===== src/design/psph_ram.sv =====
`timescale 1ns / 1ps
`default_nettype none
module psph_ram #(
   parameter int WIDTH = 16,
   parameter int DEPTH = 256
) (
   input  wire logic                     clock,
   input  wire logic                     wr_en,
   input  wire logic [$clog2(DEPTH)-1:0] wr_addr,
   input  wire logic [WIDTH-1:0]         wr_data,
   input  wire logic [$clog2(DEPTH)-1:0] rd_addr,
   output logic      [WIDTH-1:0]         rd_data
);

   logic [WIDTH-1:0] mem_ff [DEPTH];

   always_ff @(posedge clock) begin
      if (wr_en) begin
         mem_ff[wr_addr] <= wr_data;
      end
      rd_data <= mem_ff[rd_addr];
   end

endmodule
`default_nettype wire


===== config.mk =====
export PLATFORM = sky130hd
export DESIGN_NAME = psph_ram
export DESIGN_NICKNAME = d
export VERILOG_FILES = /design/src/design/psph_ram.sv
export SDC_FILE = /design/constraint.sdc
export NUM_CORES = 2
export LEC_CHECK = 0
export ABC_AREA = 1
export BUFFER_PORTS_ARGS = -buffer_cell sky130_fd_sc_hd__buf_4
export CORE_ASPECT_RATIO = 1.2
export CORE_MARGIN = 3
export CORE_UTILIZATION = 25
export CTS_CLUSTER_DIAMETER = 30
export DETAILED_ROUTE_END_ITERATION = 8
export HOLD_SLACK_MARGIN = 0.12
export PLACE_DENSITY_LB_ADDON = 0.05
export RECOVER_POWER = 50
export SLEW_MARGIN = 40
export SYNTH_ARGS = -nofsm -noshare
export SYNTH_HDL_FRONTEND = slang
export SYNTH_SLANG_ARGS = --single-unit

===== constraint.sdc =====
create_clock -name clock -period 2.27 [get_ports clock]
set_input_delay 0.1135 -clock clock [delete_from_list [all_inputs] [get_ports clock]]
set_output_delay 0.1135 -clock clock [all_outputs]
set_load 0.05 [all_outputs]

## After elaboration in Yosys (flattened, before gate mapping)

Memories as Yosys holds them, arrays and structs flattened. A register that Yosys moved wholly into a read port is not among the register bits.
Cells that the tools add are included.

| cells by class | value |
|---|---|
| mux-type cells | 2 |

Operators with widths:

| kind | number |
|---|---|
| $mux W1 | 2 |

| storage, ports and cells | value |
|---|---|
| RAM bits | 4,096 |
| register bits after elaboration | 0 |
| memories kept | 1 |

Memories:

| memory | depth | width | read ports | clocked after Yosys merged registers in | wr ports | RTL line | source |
|---|---|---|---|---|---|---|---|
| mem_ff | 256 | 16 | 1 | 1 | 1 | 15 | `logic [WIDTH-1:0] mem_ff [DEPTH];` |

## Longest topological paths before layout

| logic depth | value |
|---|---|
| word-level depth | 2 |
| mapped depth | 15 |

## Least setup slack after synthesis

No wires, ideal clock.

| path | value |
|---|---|
| path kind | input to register |
| from | input port wr_en |
| to | memory mem_ff[162][0], enable pin |
| arrival time | 1.566 ns |
| required time | 1.882 ns |
| library setup time | 0.388 ns |
| buffers on the path | 2 |
| slack | 0.316 ns |
| cell stages on the path | 4 |
| cells stage by stage | clkbuf_1 -> nand3_1 -> clkbuf_1 -> nor2_1 |

| on the way | value |
|---|---|
| longest elaborated chain between the ends | 2 |

RTL lines:

| what | RTL line | source |
|---|---|---|
| from (decl) | 8 | `input wire logic wr_en,` |
| $mux W1 | 18 | `if (wr_en) begin` |
| $mux W1 (not written as such) | 19 | `mem_ff[wr_addr] <= wr_data;` |
| to (decl) | 15 |  |

Every way passes these cells.

## Worst setup path in the final report

| path | value |
|---|---|
| from | input port wr_addr[0] |
| to | memory mem_ff[110][0], enable pin |

RTL lines:

| what | RTL line | source |
|---|---|---|
| from (decl) | 9 | `input wire logic [$clog2(DEPTH)-1:0] wr_addr,` |

No word-level cell before the write port.

==> metrics.cfg <==
[run_status]
outcome=finished with violations
violations=max-capacitance violations, max-slew violations, negative setup slack

[sta]
hold_viol_final=0
hold_ws_ps=244
rsz0062_at_grt=yes
setup_ws_ps=-39.4
fin_crit_sh_pct=102
max_slew_margin_pct=-18.9
max_freq_mhz=433
final_max_slew_viol_count=109
finalSetupTns_ps=-728
setup_viol=41
min_period_ps=2310
final.setup_skew_ps=77.0
tightest_slew_ps=1780

[detailed_routing]
vias_per_cell=4.66
vias=116000
drc=0
routed_wl_mm=688
wl_per_cell_microns=27.6
drtIter0Drc=9256
ant_nets=0
dr.pass1.iters=6

[critical_path]
crit_arrival_ps=3110
critPathTopFamily=buffers and inverters
slowest_stage=clkbuf_2
cp_data_required_time_ps=3070
reg2reg_to=rd_data[10]
r2r_slack_ps=20
crit_type=primary input to register
timing.critical_path.buf_inv=5
cp-start-kind=primary input
worstPathCellList=dlygate4sd3_1, buf_4, inv_1, nand2_1, nor2_1, nand2_2, clkbuf_2, nor2_1, clkbuf_4
cpMostUsedCell=nor2_1
r2r-start=mem_ff[97][10]
reg2reg_depth=10
worstPathMaxFanout=16
path_depth=9
max_stage_delay_ps=880
setup.worst_path.end_class=register

[logic_synthesis]
syn-instance-count=13600
synth_top_cell_by_area=edfxtp_1
synthTopCellsByCount=nand2_1 (4211), edfxtp_1 (4096), nand3_1 (4035)
async_flop_share_pct=0
synth.cell_area_sq_mm=0.166
dominantRegCellSynth=edfxtp_1
synth.distinct_cells=15
synth_edf_count=4096
avgSynthCellArea_sq_um=12.2
synth_fp_nets=13700
synth_warnings=0
ys_ff_latch=4112
yosys.area.top_type_share_pct=74.2
synth.most_common_cell=nand2_1
synth_area_leaders=edfxtp_1 (74%), nand3_1 (12%), nand2_1 (9.5%)
yosysSeqAreaShare_pct=74.4

[global_route]
gr-total-overflow=0
grt_pass1_wl_mm=952
grt_max_degree=79
grt_use_total_pct=20.2
grt_antenna_before_repair=78
grt_pass1_vias=119000

[pwr]
vdd_drop_max_mv=0.707
power_frac_comb_pct=5.3
sw_frac_of_total_pct=22.0
pwr_density_cell_mw_per_mm2=1120
clkPwrFrac_pct=61.3
leakage_uw=0.0818
total_power_uw=252000
switching_power_uw=55500
seqPwrFrac_pct=33.4
intPower_uw=196000

[clock_network]
cts_root_buffer=clkbuf_16
cts-htree-levels=7
clockBufferDepth=5
cts_tree=yes
clk_pin_slew_ps=40
clock_latency_ps=1200
post_cts_buffers=0
cts_buffers=1151
clock_sinks=4112

[die]
initial_core_util_pct=25.2
die_h_microns=898
die_w_microns=749
die_area_sq_mm=0.673
ios=50
core_sq_mm=0.659
rows=326

[hold_path]
worstHoldEndpoint=mem_ff[156][11]
worstHoldStart=wr_addr[3]
holdCritPathClass=primary input to register
whs_path_depth=6

[place]
io_buffers=49
place_ws_ps=-1090
place_hpwl_mm=424
place.gp.congestion=0.803

[layout]
drive_above_1_share_pct=19.9
final_nets=15400
area_growth_pct=36.2

[job]
max_cap_violations=5

## worst min-delay path, stage by stage
cell and delay, ps:
dlymetal6s4s_1 300, buf_4 170, nand2_1 120, nor2_1 100, inv_1 290, nor2_1 120
## cell usage in the layout (no fill, tap or decap), types with 7 or more instances in the layout
cell type,netlist,final
bufinv_16,0,138
nand2_2,0,23
buf_4,163,864
nor2_2,0,125
clkbuf_16,0,1176
inv_6,0,32
diode_2,0,32
buf_6,53,13
nor2_1,283,156
nand3_1,4035,4021
clkinv_1,0,186
clkinvlp_4,0,72
clkbuf_1,154,219
edfxtp_1,4096,4096
clkinv_4,0,17
nand3_2,0,13
clkbuf_2,0,72
dfxtp_1,16,10
clkbuf_4,0,32
clkinv_2,0,166
clkinv_8,0,7
dlygate4sd3_1,0,54
inv_1,35,32
nand2_1,4211,4183
buf_8,1,8
buf_12,1,422
## cell families (layout without fill, tap and decap cells)
| logic type | after synthesis | after routing | share of synthesized area, % |
|---|---|---|---|
| buf+inv | 976 | 3538 | 3.21 |
| flops | 4112 | 4112 | 74.4 |
| other cells | 0 | 32 | 0 |
| simple gates | 8529 | 8529 | 22.4 |
## layer usage
layer  vias up  global-route usage (%)  wire length [microns]
li1      52800                       -                      -
met1     58900                    25.4                 292000
met2      3454                    34.4                 341000
met3      1078                    3.65                  30800
met4         4                    7.66                  23700
met5         -                       0                     20
## how the worst max path moves through the flow
stage,from,endpoint
floorplan,wr_en,mem_ff[162][0]
global placement,rd_addr[0],rd_data[8]
detailed placement,rd_addr[0],rd_data[1]
CTS,mem_ff[193][8],rd_data[8]
global route,wr_data[9],mem_ff[199][9]
finish,wr_addr[0],mem_ff[110][0]
## power by group through the flow
| stage | Sequential, uW | Clock, uW | Combinational [uW] |
|---|---|---|---|
| floorplan | 85500 | 0 | 5170 |
| global placement | 85400 | 0 | 13800 |
| detailed placement | 85400 | 0 | 13700 |
| CTS | 84100 | 157000 | 14100 |
| global route | 84100 | 162000 | 14400 |
| finish | 84200 | 154000 | 13400 |
## metrics by stage
step	area (sq um)	instances	util, %
after global placement	189000	22800	28.7
after CTS	227000	24900	34.5
after detailed placement	189000	22800	28.7
after floorplan	166000	13600	-
final	226000	24900	34.3
after global routing	226000	24900	34.3
## timing repair
item,4_1_cts,5_1_grt
hold buffers,72,0
setup endpoints to repair,17,210
hold endpoints to repair,8074,0
cloned,0,2
pin swaps,0,1
resized for setup,28,29
## state kept, by name, indices dropped and copies added, names as in the netlist
signal / count
mem_ff: 4096
rd_data: 16
## area by class of cell
| cell class | instances | area [sq um] |
|---|---|---|
| fill | 64500 | 433000 |
| sequential | 4112 | 123000 |
| multi-input combinational | 8529 | 37600 |
| clock buffer | 1335 | 30000 |
| timing repair buffer | 1542 | 16800 |
| tap | 8692 | 10900 |
| clock inverter | 622 | 6820 |
| inverter | 39 | 199 |
| antenna | 32 | 80.1 |
(Power assumes the default switching activity.)
