<file path="config.mk">
export PLATFORM = sky130hd
export DESIGN_NAME = psph_cordic
export DESIGN_NICKNAME = d
export VERILOG_FILES = /design/src/design/psph_pkg.sv /design/src/design/psph_cordic.sv
export SDC_FILE = /design/constraint.sdc
export NUM_CORES = 1
export LEC_CHECK = 0
export BUFFER_PORTS_ARGS = -buffer_cell sky130_fd_sc_hd__buf_4
export CAP_MARGIN = 10
export CORE_MARGIN = 5
export CORE_UTILIZATION = 50
export DETAILED_ROUTE_END_ITERATION = 12
export PLACE_DENSITY = 0.79
export SKIP_LAST_GASP = 1
export SLEW_MARGIN = 0
export SYNTH_ARGS = -nofsm -noshare
export SYNTH_HDL_FRONTEND = slang
export SYNTH_SLANG_ARGS = --single-unit
export TNS_END_PERCENT = 10
</file>
<file path="constraint.sdc">
create_clock -name clock -period 6.6 [get_ports clock]
set_clock_uncertainty 0.05 [all_clocks]
set_input_delay 0.33 -clock clock [delete_from_list [all_inputs] [get_ports clock]]
set_output_delay 0.33 -clock clock [all_outputs]
set_load 0.03 [all_outputs]
</file>
<file path="src/design/psph_pkg.sv">
`timescale 1ns / 1ps
`default_nettype none
package psph_pkg;

   localparam int NUM_CHANNELS = 4;
   localparam int ANGLE_BINS   = 256;
   localparam int RANGE_BINS   = 128;
   localparam int COUNT_BITS   = 16;

   localparam int CH_BITS    = 2;
   localparam int ANG_BITS   = 8;
   localparam int RNG_BITS   = 7;
   localparam int ADDR_BITS  = CH_BITS + ANG_BITS + RNG_BITS;
   localparam int BIN_TOTAL  = NUM_CHANNELS * ANGLE_BINS * RANGE_BINS;
   localparam int MAP_DEPTH  = 256;
   localparam int MAP_BITS   = 3;

   localparam int CORDIC_STEPS = 16;
   localparam int STEP_BITS    = 4;
   localparam int CW           = 36;
   localparam int ZW           = 20;
   localparam logic signed [ZW-1:0] PI_Q16 = 20'sd205887;
   localparam logic [15:0] INV_GAIN_Q16 = 16'd39797;

   localparam logic [1:0] MODE_CLEAR = 2'd0;
   localparam logic [1:0] MODE_LOAD  = 2'd1;
   localparam logic [1:0] MODE_BIN   = 2'd2;
   localparam logic [1:0] MODE_READ  = 2'd3;

   localparam logic [1:0] CSR_RANGE_RES  = 2'd0;
   localparam logic [1:0] CSR_ANGLE_RES  = 2'd1;
   localparam logic [1:0] CSR_FILTER_ON  = 2'd2;
   localparam logic [1:0] CSR_NORMAL_LIM = 2'd3;

   typedef enum logic [3:0] {
      ST_IDLE, ST_CLEAR, ST_CORDIC, ST_MAG, ST_RIDX, ST_AMAG, ST_AIDX,
      ST_CHECK, ST_MAPRD, ST_BINRD, ST_BINWAIT, ST_BINWR, ST_READRD, ST_READWAIT,
      ST_DONE
   } state_type;

   typedef struct packed {
      logic start;
      logic step;
   } cordic_ctrl_type;

   function automatic logic signed [ZW-1:0] atan_q16(input logic [STEP_BITS-1:0] i);
      logic signed [ZW-1:0] v;
      unique case (i)
         4'd0: v = 20'sd51472;
         4'd1: v = 20'sd30386;
         4'd2: v = 20'sd16055;
         4'd3: v = 20'sd8150;
         4'd4: v = 20'sd4091;
         4'd5: v = 20'sd2047;
         4'd6: v = 20'sd1024;
         4'd7: v = 20'sd512;
         4'd8: v = 20'sd256;
         4'd9: v = 20'sd128;
         4'd10: v = 20'sd64;
         4'd11: v = 20'sd32;
         4'd12: v = 20'sd16;
         4'd13: v = 20'sd8;
         4'd14: v = 20'sd4;
         default: v = 20'sd2;
      endcase
      return v;
   endfunction

endpackage
`default_nettype wire

</file>
<file path="src/design/psph_cordic.sv">
`timescale 1ns / 1ps
`default_nettype none
module psph_cordic import psph_pkg::*; (
   input  wire logic                    clock,
   input  wire cordic_ctrl_type         ctrl,
   input  wire logic signed [23:0]      x_pos,
   input  wire logic signed [23:0]      y_pos,
   input  wire logic [STEP_BITS-1:0]    step_idx,
   output logic signed [CW-1:0]         a_out,
   output logic signed [ZW-1:0]         z_out
);

   logic signed [CW-1:0] a_ff, a_in, b_ff, b_in;
   logic signed [ZW-1:0] z_ff, z_in;
   logic signed [CW-1:0] a0, b0, da, db;

   always_comb begin
      a0 = CW'(y_pos) <<< 8;
      b0 = CW'(x_pos) <<< 8;
      a_in = a_ff;
      b_in = b_ff;
      z_in = z_ff;
      da = b_ff >>> step_idx;
      db = a_ff >>> step_idx;
      if (ctrl.start) begin
         if (y_pos < 0) begin
            a_in = -a0;
            b_in = -b0;
            z_in = (x_pos >= 0) ? PI_Q16 : -PI_Q16;
         end else begin
            a_in = a0;
            b_in = b0;
            z_in = '0;
         end
      end else if (ctrl.step) begin
         if (b_ff >= 0) begin
            a_in = a_ff + da;
            b_in = b_ff - db;
            z_in = z_ff + atan_q16(step_idx);
         end else begin
            a_in = a_ff - da;
            b_in = b_ff + db;
            z_in = z_ff - atan_q16(step_idx);
         end
      end
   end

   always_ff @(posedge clock) begin
      a_ff <= a_in;
      b_ff <= b_in;
      z_ff <= z_in;
   end

   assign a_out = a_ff;
   assign z_out = z_ff;

endmodule
`default_nettype wire

</file>
# Word-level counts from Yosys, hierarchy flattened
# Memories as Yosys holds them, arrays and structs flattened.
# Index checks and enable logic that the tools add are counted.
[classes] n_mux=19 n_reduce_logical=1 n_lt_le_gt_ge=3 add_sub_neg=8 shift=2
[op_table] op="two-way mux 36 bit" count=8
[op_table] op="two-way mux 20 bit" count=11
[op_table] op="adder 36 bit" count=2
[op_table] op="negator 32 -> 36 bit" count=2
[op_table] op=">>> shifter 36 x 4 -> 36 bit" count=2
[op_table] op="subtractor 36 bit" count=2
[op_table] op=">= comparator 36 x 1 -> 1 bit (second input constant)" count=1
[op_table] op=">= comparator 24 x 1 -> 1 bit (second input constant)" count=1
[op_table] op="< comparator 24 x 1 -> 1 bit (second input constant)" count=1
[op_table] op="adder 20 bit" count=1
[op_table] op="subtractor 20 bit" count=1
[op_table] op="nonzero test 2 bit" count=1
[word_totals] reg_bits=92 inputBits=55 n_memories=2 mem_bits_ro=512 out_inout_bits=56
[memory_table] memory="(no name shown)" depth=16 width=16 read_ports=1 rd_ports_with_merged_regs=0 wr=0 line="psph_pkg.sv:48" text="unique case (i)"
[memory_table] memory="(no name shown)" depth=16 width=16 read_ports=1 rd_ports_with_merged_regs=0 wr=0 line="psph_pkg.sv:48"

# Logic depth before layout (Yosys ltp)
[logic_depth] word_depth=8 mapped_depth=27 ltp_nobuf=21

# Least setup slack after synthesis
# Ideal clock, no wire load.
[synth_path] path_kind="input-to-reg" startpoint="in step_idx[2]" endpoint="reg a_ff[35] (netlist: a_out[35]) (data pin)" arrival_ps=5643 path_slack_ps=647 cell_stages=24 setup_time_ps=260 path_buffers=7 path_cell_list="clkbuf_1 -> buf_1 -> clkbuf_1 -> clkbuf_1 -> buf_1 -> clkbuf_1 -> clkbuf_1 -> o21ai_0 -> ha_1 -> nand2_1 -> nor2_1 -> nand2_1 -> nand2_1 -> xor2_1 -> ha_1 -> o21a_1 -> and4_1 -> a221o_1 -> a31o_2 -> a32o_1 -> o41ai_1 -> o21ai_0 -> a31oi_1 -> mux2_2"
[synth_between] elab_chain_cells=5
[synth_lines] element="start: declaration" line="psph_cordic.sv:8" text="input wire logic [STEP_BITS-1:0] step_idx,"
[synth_lines] element=">>> shifter 36 x 4 -> 36 bit *" line="psph_cordic.sv:23" text="da = b_ff >>> step_idx;"
[synth_lines] element="subtractor 36 bit or adder 36 bit (tied branches)" line="psph_cordic.sv:41, psph_cordic.sv:37"
[synth_lines] element="two-way mux 36 bit *" line="psph_cordic.sv:36" text="if (b_ff >= 0) begin"
[synth_lines] element="two-way mux 36 bit *" line="psph_cordic.sv:35" text="end else if (ctrl.step) begin"
[synth_lines] element="two-way mux 36 bit *" line="psph_cordic.sv:25" text="if (ctrl.start) begin"
[synth_lines] element="named net a_in[35]" line="psph_cordic.sv:13" text="logic signed [CW-1:0] a_ff, a_in, b_ff, b_in;"
[synth_lines] element="end signal: assignment" line="psph_cordic.sv:49" text="a_ff <= a_in;"
[synth_lines] element="end: declaration" line="psph_cordic.sv:13"
# Mark *: on every way through the listed nets, which the timed path passes. The rest lies on a longest branch. The select of a mux whose other input is x is not followed.
# A chain may end at the register's enable or synchronous reset.

# Worst setup path in the final report
[layout_path] startpoint="reg b_ff[17]" endpoint="reg a_ff[35] (netlist: a_out[35]) (data pin)"
[layout_between] elab_chain_cells=5
[layout_lines] element="start: declaration" line="psph_cordic.sv:13"
[layout_lines] element="start signal: assignment" line="psph_cordic.sv:50" text="b_ff <= b_in;"
[layout_lines] element=">>> shifter 36 x 4 -> 36 bit" line="psph_cordic.sv:23"
[layout_lines] element="subtractor 36 bit or adder 36 bit (tied branches)" line="psph_cordic.sv:41, psph_cordic.sv:37"
[layout_lines] element="two-way mux 36 bit *" line="psph_cordic.sv:36"
[layout_lines] element="two-way mux 36 bit *" line="psph_cordic.sv:35"
[layout_lines] element="two-way mux 36 bit *" line="psph_cordic.sv:25"
[layout_lines] element="named net a_in[35]" line="psph_cordic.sv:13"
# Marked as above.

==> results.yml <==
critical_path:
  r2r-end: "a_out[35]"
  crit_type: "reg2reg"
  cp-end-kind: "flip-flop"
  r2r-start: "b_ff[17]"
  crit_cells: 20
  path_max_fanout: 7
  worstPathCellList: "mux4_2, and2_4, or4_4, a222oi_1, buf_4, and4_4, nand3b_1, buf_4, nor3_1, mux2i_1, o211ai_1, ha_1, nand3_1, nor2_1, a221oi_1, o21ai_0, o41ai_1, o21ai_0, a31oi_1, mux2_2"
  cp_data_required_time_ns: 6.67
  critPathSlowestCell: "edfxtp_1"
  critPathLaunchType: "flip-flop"
  critical_path.endpoint: "a_out[35]"
  critPathLaunch: "b_ff[17]"
  cp_top_family: "compound AO/OA/AOI/OAI gates"
  rrSetupSlack_ns: 0.53
  crit_buf_inv: 2
  slowest_delay_ns: 0.55
  reg2regPathDepth: 20
  crit_arrival_ns: 6.14
timing:
  fin_setup_tns_ns: 0
  drv_slew: 0
  hold-worst-slack_ns: 0.248
  fmax_mhz: 165
  timing.slew.headroom_pct: 49.1
  hold_viol_final: 0
  setup_viol: 0
  fin_crit_ns: 6.07
  period_share_pct: 92.0
  rsz0062_at_grt: "false"
  worst_slew_pin_slew_ns: 0.763
global_routing:
  antenna_found_initial: 0
  grt_max_degree: 86
  grt_use_total_pct: 26.8
  overflow: 0
  grt_pass1_wl_um: 71900
  first_global_vias: 13216
placement:
  gp_congestion: 1.06
  placed_cell_area_sq_um: 15700
  port_buffers: 110
  hpwl_um: 35200
run:
  cap_violations: 0
detailed_routing:
  wirelength_um: 46000
  dr_total_vias: 14117
  drtIter0Drc: 1575
  dr.pass1.iters: 6
  post_drt_wl_per_cell_um: 21.3
  route.detailed.drc: 0
  vias_per_cell: 6.53
  final_antenna_net_count: 0
finish:
  final_net_count: 1931
  diodes: 0
  drive_gt1_share_pct: 16.7
  design_area_sq_um: 16000
  area_growth_pct: 9.57
synth:
  synth_edf_count: 92
  yosys-top-cells-count: "nand2_1, o21ai_0, nor2_1"
  synth_cell_types: 84
  post-synth-top-count-cell: "nand2_1"
  ys.flop_type: "edfxtp_1"
  postSynthAreaPerCell_sq_um: 8.50
  ys_ff_latch: 92
  synth_top_area_share_pct: 18.9
  yosysTopAreaCell: "edfxtp_1"
  yosysWarnings: 0
  yosysSeqAreaShare_pct: 18.9
  synth_cells: 1716
  synthesis.area_sq_um: 14600
  synth_fp_nets: 1875
  async_reset_ff_share_pct: 0
  ys_top_cells_by_area: "edfxtp_1, mux4_2, ha_1"
clock_tree:
  clk-insertion-delay-late_ns: 0.37
  cts_resized: 0
  cts_buffers: 9
  cts_num_sinks: 92
  root_buffer: "clkbuf_16"
  cts_setup_buffers: 0
  cts_tree: "yes"
  path_clk_slew_ns: 0.07
  h-tree-depth: 3
  cts_buffer_depth: 2
  cts_hold_buf: 0
floorplanning:
  pin_count: 111
  die_w_um: 181
  rows: 62
  fp.dieH_um: 181
  dieArea_sq_um: 32700
  start_util_pct: 50.7
  core-area_sq_um: 28800
min_path:
  hp-class: "in2reg"
  min-delay-start: "y_pos[0]"
run_status:
  status: "complete, no violations"
## metal layers
layer  vias to the layer above  global-route usage [%]  share of wire (%)
li1                       6566                       -                  -
met1                      6720                    36.8                 42
met2                       705                    42.8                 45
met3                       126                    4.34                9.3
met4                         0                    10.2                3.8
met5                         -                       0                  0
## placed cells by master (no fill, tap or decap), types with 13 or more instances in the layout
cell type / count
a31oi_1: 31
buf_4: 137
and2_1: 16
edfxtp_1: 92
o21bai_1: 17
nand3_1: 30
nand4_1: 14
xnor2_1: 124
mux2i_1: 43
mux4_2: 73
o21a_1: 16
nor2_1: 126
and3_1: 13
nor3_1: 26
a21oi_1: 103
o21ai_0: 172
a21o_1: 40
a211oi_1: 15
ha_1: 101
xor2_1: 65
nand2b_1: 26
inv_1: 46
nand2_1: 193
mux2_2: 36
o31ai_1: 31
## state kept, by name, summed over array words and instances, names as in the netlist
register and flops:
a_out 36, b_ff 36, z_out 20
## worst register-to-register path, cell delays in order (launching register included)
cell and delay (ns):
edfxtp_1 0.55, mux4_2 0.54, and2_4 0.18, or4_4 0.52, a222oi_1 0.34, buf_4 0.19, and4_4 0.26, nand3b_1 0.09
buf_4 0.18, nor3_1 0.32, mux2i_1 0.23, o211ai_1 0.16, ha_1 0.36, nand3_1 0.16, nor2_1 0.06, a221oi_1 0.26
o21ai_0 0.15, o41ai_1 0.44, o21ai_0 0.22, a31oi_1 0.23, mux2_2 0.35
## how the worst min path moves through the flow
stage                to  slack (ns)  cells after the start
3_5_place_dp   a_out[8]        0.62                      3
4_1_cts        a_out[8]        0.24                      3
3_3_place_gp   a_out[8]        0.59                      3
5_1_grt        a_out[8]        0.30                      3
2_1_floorplan  a_out[8]        0.47                      2
6_report       a_out[8]        0.25                      3
## area by class of cell
cell class | count | area (sq um)
multi-input cells | 1482 | 11200
repair buffers | 138 | 1050
clock buffers | 10 | 229
fillers | 2625 | 12800
clock inverters | 6 | 46.3
well taps | 384 | 480
inverters | 49 | 184
flip-flops and latches | 92 | 2760
## through the flow
step / util, % / instances / worst slack [ns]
final: 55.6 / 2161 / 0.528
after global routing: 55.6 / 2161 / 0.109
after CTS: 55.6 / 2161 / 0.595
after detailed placement: 54.6 / 2145 / 0.327
after global placement: 54.6 / 2145 / 0.532
after floorplan: - / 1716 / 0.647
## kinds of logic after synthesis
| group | synth area share [%] |
|---|---|
| fa+ha+maj | 9.07 |
| buf+inv | 4.07 |
| flops | 18.9 |
| simple gates | 17.7 |
| compound gates | 21.7 |
| mux | 17.0 |
| xor+xnor | 11.5 |
Power is not shown: default switching activity piles up to over one toggle a cycle in this logic, so the estimate is an artifact.
